==> src/hw/rtl/jdrc_pkg.sv <==
// ---------------------------------------------------------------------------
// jdrc_pkg: shared types and constants for the joystick conditioning block
// Holds register codes, reset values, the sequencer state type and the
// per-axis dead-zone function.
// ---------------------------------------------------------------------------
package jdrc_pkg;

  localparam int NumPorts = 2;
  localparam int AxisW    = 8;
  localparam int BtnW     = 16;
  localparam int OutW     = 16;
  localparam int CfgIdxW  = 2;
  localparam int CfgDataW = 8;

  // Configuration register indexes
  localparam logic [CfgIdxW-1:0] RegDeadZone   = 2'd0;
  localparam logic [CfgIdxW-1:0] RegAxisOffset = 2'd1;
  localparam logic [CfgIdxW-1:0] RegMaxMag     = 2'd2;

  localparam logic [6:0] DeadZoneRst   = 7'd8;
  localparam logic [6:0] AxisOffsetRst = 7'd6;
  localparam logic [7:0] MaxMagRst     = 8'd64;

  typedef enum logic [3:0] {
    ST_IDLE,
    ST_MUL_X,
    ST_MUL_Y,
    ST_MUL_L,
    ST_CHECK,
    ST_MUL_N,
    ST_DIV,
    ST_SQRT,
    ST_POST,
    ST_FINISH
  } jdrc_state_e;

  // Conditioned axis as sign and magnitude (magnitude 0..128)
  typedef struct packed {
    logic       neg;
    logic [7:0] mag;
  } axis_t;

  // Dead zone and offset toward zero; the positive test wins at zero dead zone
  function automatic axis_t cond_axis(logic [7:0] raw, logic [6:0] dz, logic [6:0] off);
    logic signed [8:0] r9;
    logic signed [8:0] dz9;
    logic signed [8:0] off9;
    logic signed [8:0] v9;
    logic signed [8:0] abs9;
    axis_t             res;
    r9   = $signed({raw[7], raw});
    dz9  = $signed({2'b00, dz});
    off9 = $signed({2'b00, off});
    v9   = '0;
    if (r9 <= -dz9) begin
      v9 = r9 + off9;
    end
    if (r9 >= dz9) begin
      v9 = r9 - off9;
    end
    abs9     = v9[8] ? -v9 : v9;
    res.neg  = v9[8];
    res.mag  = abs9[7:0];
    return res;
  endfunction

endpackage

==> src/hw/rtl/joystick_deadzone_radial_clamp.sv <==
// ---------------------------------------------------------------------------
// joystick_deadzone_radial_clamp: analog stick dead zone and radial clamp
// Conditions one controller poll per request and detects newly pressed
// buttons per port.
// ---------------------------------------------------------------------------
// Usage:
//   A poll request enters on in_valid_i while in_stall_o is low. in_stall_o
//   stays high while the sequencer works on a request, so one poll is in
//   flight at a time. The result leaves on out_valid_o / out_stall_i from an
//   output register, so the next poll may be taken while a result waits.
//   The multiplies and the divide and root steps share one 16x16 multiplier
//   and one 19-bit subtract/compare, under a small sequencer:
//     disconnected port : skips the arithmetic, straight to the output register
//     no clamp          : 3 multiplies, 16 square-root steps
//     clamped vector    : per axis, 32 restoring divide steps and 16
//                         square-root steps
//   Reset loads the default dead zone, offset and limit and clears the held
//   button state of every port; no clearing pass is needed.
//   While the receiver stalls, the result holds and the finished next result
//   waits in the sequencer until the output register frees.
//   Configuration writes are registered; write them only while idle.
// ---------------------------------------------------------------------------
module joystick_deadzone_radial_clamp (
  input  logic                           clk_i,
  input  logic                           rst_ni,
  // configuration write port
  input  logic                           cfg_we_i,
  input  logic [jdrc_pkg::CfgIdxW-1:0]   cfg_idx_i,
  input  logic [jdrc_pkg::CfgDataW-1:0]  cfg_wdata_i,
  // poll request channel
  input  logic                           in_valid_i,
  output logic                           in_stall_o,
  input  logic                           port_i,
  input  logic                           connected_i,
  input  logic signed [jdrc_pkg::AxisW-1:0] raw_x_i,
  input  logic signed [jdrc_pkg::AxisW-1:0] raw_y_i,
  input  logic [jdrc_pkg::BtnW-1:0]      buttons_i,
  // result channel
  output logic                           out_valid_o,
  input  logic                           out_stall_i,
  output logic signed [jdrc_pkg::OutW-1:0] stick_x_o,
  output logic signed [jdrc_pkg::OutW-1:0] stick_y_o,
  output logic [jdrc_pkg::OutW-1:0]      magnitude_o,
  output logic [jdrc_pkg::BtnW-1:0]      buttons_pressed_o,
  output logic [jdrc_pkg::BtnW-1:0]      buttons_held_o
);

  import jdrc_pkg::*;

  // Control state
  jdrc_state_e                    state_q, state_d;
  logic [6:0]                     dz_q, off_q;
  logic [7:0]                     lim_q;
  logic [NumPorts-1:0][BtnW-1:0]  held_q, held_d;
  logic                           out_valid_q, out_valid_d;

  // Request payload
  logic             conn_q, conn_d;
  logic [BtnW-1:0]  btn_q, btn_d;
  logic [BtnW-1:0]  pressed_q, pressed_d;
  logic [7:0]       ax_q, ax_d, ay_q, ay_d;
  logic             sx_q, sx_d, sy_q, sy_d;

  // Working registers of the shared unit
  logic [14:0]      ax2_q, ax2_d, ay2_q, ay2_d;
  logic [15:0]      s_q, s_d;
  logic [15:0]      lim2_q, lim2_d;
  logic             clamp_q, clamp_d;
  logic             axis_q, axis_d;
  logic [31:0]      acc_q, acc_d;
  logic [16:0]      rem_q, rem_d;
  logic [15:0]      root_q, root_d;
  logic [4:0]       cnt_q, cnt_d;
  logic [OutW-1:0]  res_x_q, res_x_d, res_y_q, res_y_d, mag_q, mag_d;

  // Output register
  logic [OutW-1:0]  out_x_q, out_x_d, out_y_q, out_y_d, out_mag_q, out_mag_d;
  logic [BtnW-1:0]  out_pr_q, out_pr_d, out_held_q, out_held_d;

  // Shared arithmetic
  logic [15:0]      mul_a, mul_b;
  logic [31:0]      prod;
  logic [18:0]      sub_a, sub_b;
  logic [19:0]      diff;
  logic             sub_ge;
  logic [16:0]      div_r2;
  logic [18:0]      sqrt_r2;

  logic             in_acc, out_load, out_take;
  logic [BtnW-1:0]  prev_btn;
  axis_t            cx, cy;
  logic [15:0]      root_signed;
  logic             root_neg;

  assign in_acc   = in_valid_i && (state_q == ST_IDLE);
  assign out_take = out_valid_q && !out_stall_i;
  assign out_load = (state_q == ST_FINISH) && (!out_valid_q || !out_stall_i);

  assign cx = cond_axis(raw_x_i, dz_q, off_q);
  assign cy = cond_axis(raw_y_i, dz_q, off_q);

  // Previous held set of the addressed port; zero beyond the port count
  always_comb begin
    prev_btn = '0;
    for (int i = 0; i < NumPorts; i++) begin
      if (32'(port_i) == i) begin
        prev_btn = held_q[i];
      end
    end
  end

  // Multiplier operand select
  always_comb begin
    mul_a = '0;
    mul_b = '0;
    case (state_q)
      ST_MUL_X: begin
        mul_a = {8'd0, ax_q};
        mul_b = {8'd0, ax_q};
      end
      ST_MUL_Y: begin
        mul_a = {8'd0, ay_q};
        mul_b = {8'd0, ay_q};
      end
      ST_MUL_L: begin
        mul_a = {8'd0, lim_q};
        mul_b = {8'd0, lim_q};
      end
      ST_MUL_N: begin
        mul_a = {1'b0, (axis_q ? ay2_q : ax2_q)};
        mul_b = lim2_q;
      end
      default: begin
        mul_a = '0;
        mul_b = '0;
      end
    endcase
  end

  assign prod = 32'(mul_a) * 32'(mul_b);

  // Subtract/compare operand select: divide step or root step
  assign div_r2  = {rem_q[15:0], acc_q[31]};
  assign sqrt_r2 = {rem_q, acc_q[31:30]};

  always_comb begin
    if (state_q == ST_DIV) begin
      sub_a = {2'b00, div_r2};
      sub_b = {3'b000, s_q};
    end else begin
      sub_a = sqrt_r2;
      sub_b = {1'b0, root_q, 2'b01};
    end
  end

  assign diff   = {1'b0, sub_a} - {1'b0, sub_b};
  assign sub_ge = !diff[19];

  assign root_neg    = axis_q ? sy_q : sx_q;
  assign root_signed = root_neg ? (16'd0 - root_q) : root_q;

  // Next state
  always_comb begin
    state_d = state_q;
    unique case (state_q)
      ST_IDLE: begin
        if (in_valid_i) begin
          state_d = connected_i ? ST_MUL_X : ST_FINISH;
        end
      end
      ST_MUL_X: state_d = ST_MUL_Y;
      ST_MUL_Y: state_d = ST_MUL_L;
      ST_MUL_L: state_d = ST_CHECK;
      ST_CHECK: state_d = (s_q > lim2_q) ? ST_MUL_N : ST_SQRT;
      ST_MUL_N: state_d = ST_DIV;
      ST_DIV: begin
        if (cnt_q == 5'd31) begin
          state_d = ST_SQRT;
        end
      end
      ST_SQRT: begin
        if (cnt_q == 5'd15) begin
          state_d = ST_POST;
        end
      end
      ST_POST: begin
        if (clamp_q && !axis_q) begin
          state_d = ST_MUL_N;
        end else begin
          state_d = ST_FINISH;
        end
      end
      ST_FINISH: begin
        if (out_load) begin
          state_d = ST_IDLE;
        end
      end
      default: state_d = ST_IDLE;
    endcase
  end

  // Datapath and outputs
  always_comb begin
    held_d      = held_q;
    out_valid_d = out_valid_q;
    conn_d      = conn_q;
    btn_d       = btn_q;
    pressed_d   = pressed_q;
    ax_d        = ax_q;
    ay_d        = ay_q;
    sx_d        = sx_q;
    sy_d        = sy_q;
    ax2_d       = ax2_q;
    ay2_d       = ay2_q;
    s_d         = s_q;
    lim2_d      = lim2_q;
    clamp_d     = clamp_q;
    axis_d      = axis_q;
    acc_d       = acc_q;
    rem_d       = rem_q;
    root_d      = root_q;
    cnt_d       = cnt_q;
    res_x_d     = res_x_q;
    res_y_d     = res_y_q;
    mag_d       = mag_q;
    out_x_d     = out_x_q;
    out_y_d     = out_y_q;
    out_mag_d   = out_mag_q;
    out_pr_d    = out_pr_q;
    out_held_d  = out_held_q;

    if (out_take) begin
      out_valid_d = 1'b0;
    end

    unique case (state_q)
      ST_IDLE: begin
        if (in_acc) begin
          conn_d    = connected_i;
          btn_d     = buttons_i;
          pressed_d = buttons_i & ~prev_btn;
          ax_d      = cx.mag;
          sx_d      = cx.neg;
          ay_d      = cy.mag;
          sy_d      = cy.neg;
          // Record this poll as the port's held set; a disconnect clears it
          for (int i = 0; i < NumPorts; i++) begin
            if (32'(port_i) == i) begin
              held_d[i] = connected_i ? buttons_i : '0;
            end
          end
        end
      end
      ST_MUL_X: ax2_d = prod[14:0];
      ST_MUL_Y: ay2_d = prod[14:0];
      ST_MUL_L: begin
        lim2_d = prod[15:0];
        s_d    = {1'b0, ax2_q} + {1'b0, ay2_q};
      end
      ST_CHECK: begin
        clamp_d = s_q > lim2_q;
        axis_d  = 1'b0;
        // Unclamped: root of s in Q8.8 takes the radicand s shifted by 16
        acc_d   = {s_q, 16'h0000};
        rem_d   = '0;
        root_d  = '0;
        cnt_d   = '0;
      end
      ST_MUL_N: begin
        // Dividend is a^2*lim^2 shifted by 16; its top part is below s
        rem_d = {2'b00, prod[30:16]};
        acc_d = {prod[15:0], 16'h0000};
        cnt_d = '0;
      end
      ST_DIV: begin
        if (sub_ge) begin
          rem_d = diff[16:0];
        end else begin
          rem_d = div_r2;
        end
        acc_d = {acc_q[30:0], sub_ge};
        cnt_d = cnt_q + 5'd1;
        if (cnt_q == 5'd31) begin
          // Quotient is in place; start the root on it
          rem_d  = '0;
          root_d = '0;
          cnt_d  = '0;
        end
      end
      ST_SQRT: begin
        if (sub_ge) begin
          rem_d  = diff[16:0];
          root_d = {root_q[14:0], 1'b1};
        end else begin
          rem_d  = sqrt_r2[16:0];
          root_d = {root_q[14:0], 1'b0};
        end
        acc_d = {acc_q[29:0], 2'b00};
        cnt_d = cnt_q + 5'd1;
      end
      ST_POST: begin
        if (clamp_q) begin
          if (axis_q) begin
            res_y_d = root_signed;
          end else begin
            res_x_d = root_signed;
          end
          axis_d = 1'b1;
          mag_d  = {lim_q, 8'h00};
        end else begin
          res_x_d = sx_q ? (16'd0 - {ax_q, 8'h00}) : {ax_q, 8'h00};
          res_y_d = sy_q ? (16'd0 - {ay_q, 8'h00}) : {ay_q, 8'h00};
          mag_d   = root_q;
        end
      end
      ST_FINISH: begin
        if (out_load) begin
          out_valid_d = 1'b1;
          out_x_d     = conn_q ? res_x_q : '0;
          out_y_d     = conn_q ? res_y_q : '0;
          out_mag_d   = conn_q ? mag_q : '0;
          out_pr_d    = conn_q ? pressed_q : '0;
          out_held_d  = conn_q ? btn_q : '0;
        end
      end
      default: begin
        out_valid_d = out_valid_q;
      end
    endcase
  end

  // Control registers
  always_ff @(posedge clk_i or negedge rst_ni) begin
    if (!rst_ni) begin
      state_q     <= ST_IDLE;
      dz_q        <= DeadZoneRst;
      off_q       <= AxisOffsetRst;
      lim_q       <= MaxMagRst;
      held_q      <= '0;
      out_valid_q <= 1'b0;
    end else begin
      state_q     <= state_d;
      held_q      <= held_d;
      out_valid_q <= out_valid_d;
      if (cfg_we_i) begin
        unique case (cfg_idx_i)
          RegDeadZone:   dz_q  <= cfg_wdata_i[6:0];
          RegAxisOffset: off_q <= cfg_wdata_i[6:0];
          RegMaxMag:     lim_q <= cfg_wdata_i;
          default: begin
            lim_q <= lim_q;
          end
        endcase
      end
    end
  end

  // Payload and working registers
  always_ff @(posedge clk_i) begin
    conn_q     <= conn_d;
    btn_q      <= btn_d;
    pressed_q  <= pressed_d;
    ax_q       <= ax_d;
    ay_q       <= ay_d;
    sx_q       <= sx_d;
    sy_q       <= sy_d;
    ax2_q      <= ax2_d;
    ay2_q      <= ay2_d;
    s_q        <= s_d;
    lim2_q     <= lim2_d;
    clamp_q    <= clamp_d;
    axis_q     <= axis_d;
    acc_q      <= acc_d;
    rem_q      <= rem_d;
    root_q     <= root_d;
    cnt_q      <= cnt_d;
    res_x_q    <= res_x_d;
    res_y_q    <= res_y_d;
    mag_q      <= mag_d;
    out_x_q    <= out_x_d;
    out_y_q    <= out_y_d;
    out_mag_q  <= out_mag_d;
    out_pr_q   <= out_pr_d;
    out_held_q <= out_held_d;
  end

  assign in_stall_o        = (state_q != ST_IDLE);
  assign out_valid_o       = out_valid_q;
  assign stick_x_o         = out_x_q;
  assign stick_y_o         = out_y_q;
  assign magnitude_o       = out_mag_q;
  assign buttons_pressed_o = out_pr_q;
  assign buttons_held_o    = out_held_q;

endmodule

==> config.mk <==
export PLATFORM = sky130hd
export DESIGN_NAME = joystick_deadzone_radial_clamp
export DESIGN_NICKNAME = d
export VERILOG_FILES = /design/src/hw/rtl/jdrc_pkg.sv /design/src/hw/rtl/joystick_deadzone_radial_clamp.sv
export SDC_FILE = /design/constraint.sdc
export NUM_CORES = 1
export LEC_CHECK = 0
export BUFFER_PORTS_ARGS = -buffer_cell sky130_fd_sc_hd__buf_2
export CORE_UTILIZATION = 52
export CTS_CLUSTER_SIZE = 8
export DETAILED_ROUTE_END_ITERATION = 6
export PLACE_DENSITY = 0.72
export SYNTH_ARGS = -nofsm -noshare
export SYNTH_HDL_FRONTEND = slang
export SYNTH_SLANG_ARGS = --single-unit
==> constraint.sdc <==
create_clock -name clk_i -period 9.3 [get_ports clk_i]
set_clock_uncertainty 0.05 [all_clocks]
set_input_delay 1.86 -clock clk_i [delete_from_list [all_inputs] [get_ports clk_i]]
set_output_delay 1.86 -clock clk_i [all_outputs]
set_load 0.01 [all_outputs]
==> impl_results.md <==
- Clock latency on the worst-skew pair: a little under 0.6 ns
- Global-route congestion overflow total: 0
- Number of failing hold endpoints at the final stage: 0
- Initial DRT Pass Iterations: 6
- Launch instance of the worst min-delay path: held_q[7]$_DFFE_PN0P_
- Fillcell total: 4397
- Startpoint type of the worst setup path: flop
- PwrDens: approximately 130 nW/um^2
- Sum of net half-perimeters after detailed placement: 56.53 mm
- Static leakage: between 10 and 15 nW
- Number of standard cells after synthesis: 2682
- R2R Setup Slk: 0.58 ns
- Top cell type by total area after synthesis: sky130_fd_sc_hd__edfxtp_1
- Share of the synthesized area in the top cell type: 0.3396
- Hold path endpoint: held_q[7]$_DFFE_PN0P_
- Floorplan die height: 232.7 um
- Clock transition time at the flip-flop clock pins of the worst setup and hold paths: 0.05 ns
- Fraction of layout cells with a size suffix above 1: 0.1126
- Post-cts resize count: 0
- Leading post-synthesis cells by instance count: 328 x sky130_fd_sc_hd__nand2_1, 313 x sky130_fd_sc_hd__edfxtp_1, 284 x sky130_fd_sc_hd__inv_1
- Number of nets in the finished design: ~3300
- Number of warnings printed during yosys synthesis: 0
- Via density: between 5 and 6
- Total instance count after detailed placement: approximately 3500
- Via count of the first global-routing pass: 20745
- Final min period: approximately 8.7 ns
- TritonCTS buffer count: 52
- I/O pin count: roughly 130
- Number of unique standard cell types used by synthesis: 85
- Crit path capture type: flop
- Unrepaired setup endpoints after global routing: no
- Initial antenna violation count: 0
- Largest net degree at the start of global routing: 87
- Max Fanout on Critical Path: 20
- Setup violation total in the final timing report: 0
- Headroom to the max-slew limit: 0.1269
- Setup Slack @ Placement: roughly 0.75 ns
- Top post-synthesis cells by area: sky130_fd_sc_hd__edfxtp_1 34%, sky130_fd_sc_hd__fa_1 13%, sky130_fd_sc_hd__ha_1 9.5%
- IO Port Bufs: 130
- Antenna violation net count after detailed routing: 0
- Max Slew Vio Count: 0
- Clock root cell: sky130_fd_sc_hd__clkbuf_16
- Worst setup slack after layout: 0.5815 ns
- Floorplan die width: between 200 and 250 um
- Average routed wire per standard cell: 20.67 um
- Startpoint of the most critical register-to-register path: state_q[1]$_DFFE_PN0P_
- Largest registers: acc_q (32), held_q (32), rem_q (17)
- Maximum level of the CTS H-tree: 2
- RePlAce Congestion: about 0.96
- Post-CTS setup buffer count: 0
- Mean instance size in the synthesized netlist: 10.32 sq um
- Max Freq: 0.1147 GHz
- Transition time at the pin with the least slew margin: approximately 1.3 ns
- Run status: finished clean
- DRC marker count from the first detailed-route iteration: 1830
- Initial standard-cell utilization of the core: 0.5266
- Required time at the endpoint of the critical path: 9.57 ns
- Share of the yosys chip area belonging to registers: 0.3931
- Aggregate negative setup slack: 0 ns
- Most frequent cell after synthesis: sky130_fd_sc_hd__nand2_1
- Total number of vias: 20631
- Ant. Diodes: 0
- Worst hold path depth: 2
- Final Util: 0.5855
- Endpoint of the worst register-to-register path: rem_q[10]$_DFFE_PP_
- Die Area: ~54000 sq um
- Number of cells on the worst reg-to-reg path: 23
- Wire length of the first global-routing pass: 116.5 mm
- Data arrival time of the worst path: ~9 ns
- Top flip-flop cell by instance count after synthesis: sky130_fd_sc_hd__edfxtp_1
- Synth-to-layout area growth: 11.17%
- CTS tree: done
- Number of synthesized flops with an enable pin: 313
- Total routing usage reported by global routing: 0.2777
- DRC violation count after routing: 0
- Post-synthesis net count: 3128
- Number of clock sinks: 372
- Worst min path class: flop to flop
- Number of standard-cell rows in the floorplan: 84
- Maximum clock insertion buffer count: 3
- WS Path Type: flop to flop
- Post-route fraction of the period consumed by the critical path: 0.9375
- Flop and latch count out of synthesis: 372
- Total of max-cap violations: 0
- Final standard cell count with taps included and fillers excluded: 3557
- Total Wirelength: between 70 and 80 mm
- Core Area: 52550 sq um
- Highest ir drop seen on vdd: between 0.1 and 0.15 mV
- Share of synthesized registers carrying an async set or reset: 0.1586
- Number of buffers inserted by hold repair at cts: 0
- Area of the mapped netlist: 27680 sq um
-- worst max-delay path: stages (launching register included) --
cell,delay [ns]
sky130_fd_sc_hd__dfrtp_1,0.52
sky130_fd_sc_hd__nor2b_1,0.50
sky130_fd_sc_hd__nand2_1,0.64
sky130_fd_sc_hd__o22ai_1,0.88
sky130_fd_sc_hd__nand2_1,0.19
sky130_fd_sc_hd__fa_1,0.58
sky130_fd_sc_hd__inv_1,0.05
sky130_fd_sc_hd__fa_1,0.47
sky130_fd_sc_hd__fa_1,0.52
sky130_fd_sc_hd__fa_1,0.55
sky130_fd_sc_hd__fa_1,0.55
sky130_fd_sc_hd__inv_1,0.05
sky130_fd_sc_hd__fa_1,0.54
sky130_fd_sc_hd__inv_1,0.05
sky130_fd_sc_hd__ha_1,0.38
sky130_fd_sc_hd__a21o_1,0.22
sky130_fd_sc_hd__a21o_1,0.18
sky130_fd_sc_hd__a21oi_1,0.22
sky130_fd_sc_hd__o22ai_1,0.11
sky130_fd_sc_hd__o21bai_1,0.19
sky130_fd_sc_hd__or2_1,0.28
sky130_fd_sc_hd__a311oi_1,0.33
sky130_fd_sc_hd__xnor2_1,0.13
sky130_fd_sc_hd__a211o_1,0.29
-- per-layer routing --
| layer | track usage | share of wire |
|---|---|---|
| met2 | 0.4553 | 0.47 |
| met4 | 0.07271 | 0.025 |
| met5 | 0 | 0 |
| met3 | 0.03456 | 0.066 |
| met1 | 0.3894 | 0.44 |
-- layout make-up --
cell class / instances / area [sq um] / share of cell area
tap: 688 / 860.8 / 0.02798
clock inverter: 4 / 71.32 / 0.002318
timing repair buffer: 181 / 1033 / 0.03359
clock buffer: 93 / 1455 / 0.04730
sequential: 372 / 10880 / 0.3536
multi-input combinational: 1934 / 15400 / 0.5004
inverter: 285 / 1070 / 0.03477
-- placed cells by master (no fill, tap or decap), types with 11 or more instances in the layout --
master	instances
sky130_fd_sc_hd__nor3_1	23
sky130_fd_sc_hd__or2_2	11
sky130_fd_sc_hd__clkbuf_16	52
sky130_fd_sc_hd__nand2_1	328
sky130_fd_sc_hd__nand4_1	11
sky130_fd_sc_hd__xnor2_1	64
sky130_fd_sc_hd__nand3_1	19
sky130_fd_sc_hd__edfxtp_1	313
sky130_fd_sc_hd__a31oi_1	18
sky130_fd_sc_hd__fa_1	186
sky130_fd_sc_hd__and2_1	109
sky130_fd_sc_hd__mux2i_1	46
sky130_fd_sc_hd__a21o_1	32
sky130_fd_sc_hd__nor2_1	240
sky130_fd_sc_hd__buf_4	51
sky130_fd_sc_hd__or3_1	18
sky130_fd_sc_hd__clkbuf_1	41
sky130_fd_sc_hd__and3_1	23
sky130_fd_sc_hd__a22o_1	14
sky130_fd_sc_hd__o211ai_1	13
sky130_fd_sc_hd__xor2_1	22
sky130_fd_sc_hd__nor2b_1	20
sky130_fd_sc_hd__nand2b_1	31
sky130_fd_sc_hd__o22ai_1	27
sky130_fd_sc_hd__inv_1	284
sky130_fd_sc_hd__buf_2	130
sky130_fd_sc_hd__o21a_1	37
sky130_fd_sc_hd__ha_1	211
sky130_fd_sc_hd__a22oi_1	21
sky130_fd_sc_hd__mux2_2	40
sky130_fd_sc_hd__o21ai_0	102
sky130_fd_sc_hd__a21oi_1	108
sky130_fd_sc_hd__dfrtp_1	55
sky130_fd_sc_hd__a211o_1	16
sky130_fd_sc_hd__o21bai_1	17
-- report_power, final --
| part | switching (mW) | total (mW) | leakage, nW | internal (mW) |
|---|---|---|---|---|
| Clock | 0.702 | 1.76 | 0.721 | 1.05 |
| Sequential | 0.0286 | 1.85 | 3.69 | 1.82 |
| Combinational | 0.275 | 0.463 | 9.17 | 0.187 |
| Total | 1.01 | 4.07 | 13.6 | 3.06 |
-- worst max path at each step --
stage                            from             endpoint  slack, ns  cells past startpoint
2_1_floorplan        axis_q$_DFFE_PP_   rem_q[7]$_DFFE_PP_       1.65                     26
3_3_place_gp   state_q[1]$_DFFE_PN0P_  rem_q[10]$_DFFE_PP_       0.97                     23
3_5_place_dp   state_q[1]$_DFFE_PN0P_  rem_q[10]$_DFFE_PP_       0.75                     23
4_1_cts        state_q[1]$_DFFE_PN0P_  rem_q[10]$_DFFE_PP_       0.74                     23
5_1_grt        state_q[1]$_DFFE_PN0P_  rem_q[13]$_DFFE_PP_       0.22                     26
6_report       state_q[1]$_DFFE_PN0P_  rem_q[10]$_DFFE_PP_       0.58                     23
-- logic make-up (layout without fill, tap and decap cells) --
group           count (synthesis)  count (layout)  share of synthesized area
fa+ha+maj                     397             397                     0.2299
simple gates                  860             860                     0.1417
xor+xnor                       86              86                    0.02722
buf+inv                       376             563                    0.05136
compound gates                505             505                     0.1237
flops                         372             372                     0.3931
mux                            86              86                    0.03291
-- per-stage QoR --
step	hold slack, ns	cell area [sq um]	power (mW)
floorplan	0.3992	27680	2.205
global placement	0.4121	29240	2.317
detailed placement	0.4197	29240	2.336
CTS	0.4313	30770	4.084
global route	0.4458	30770	4.218
finish	0.4252	30770	4.071
Power figures use the tool's default switching activity.
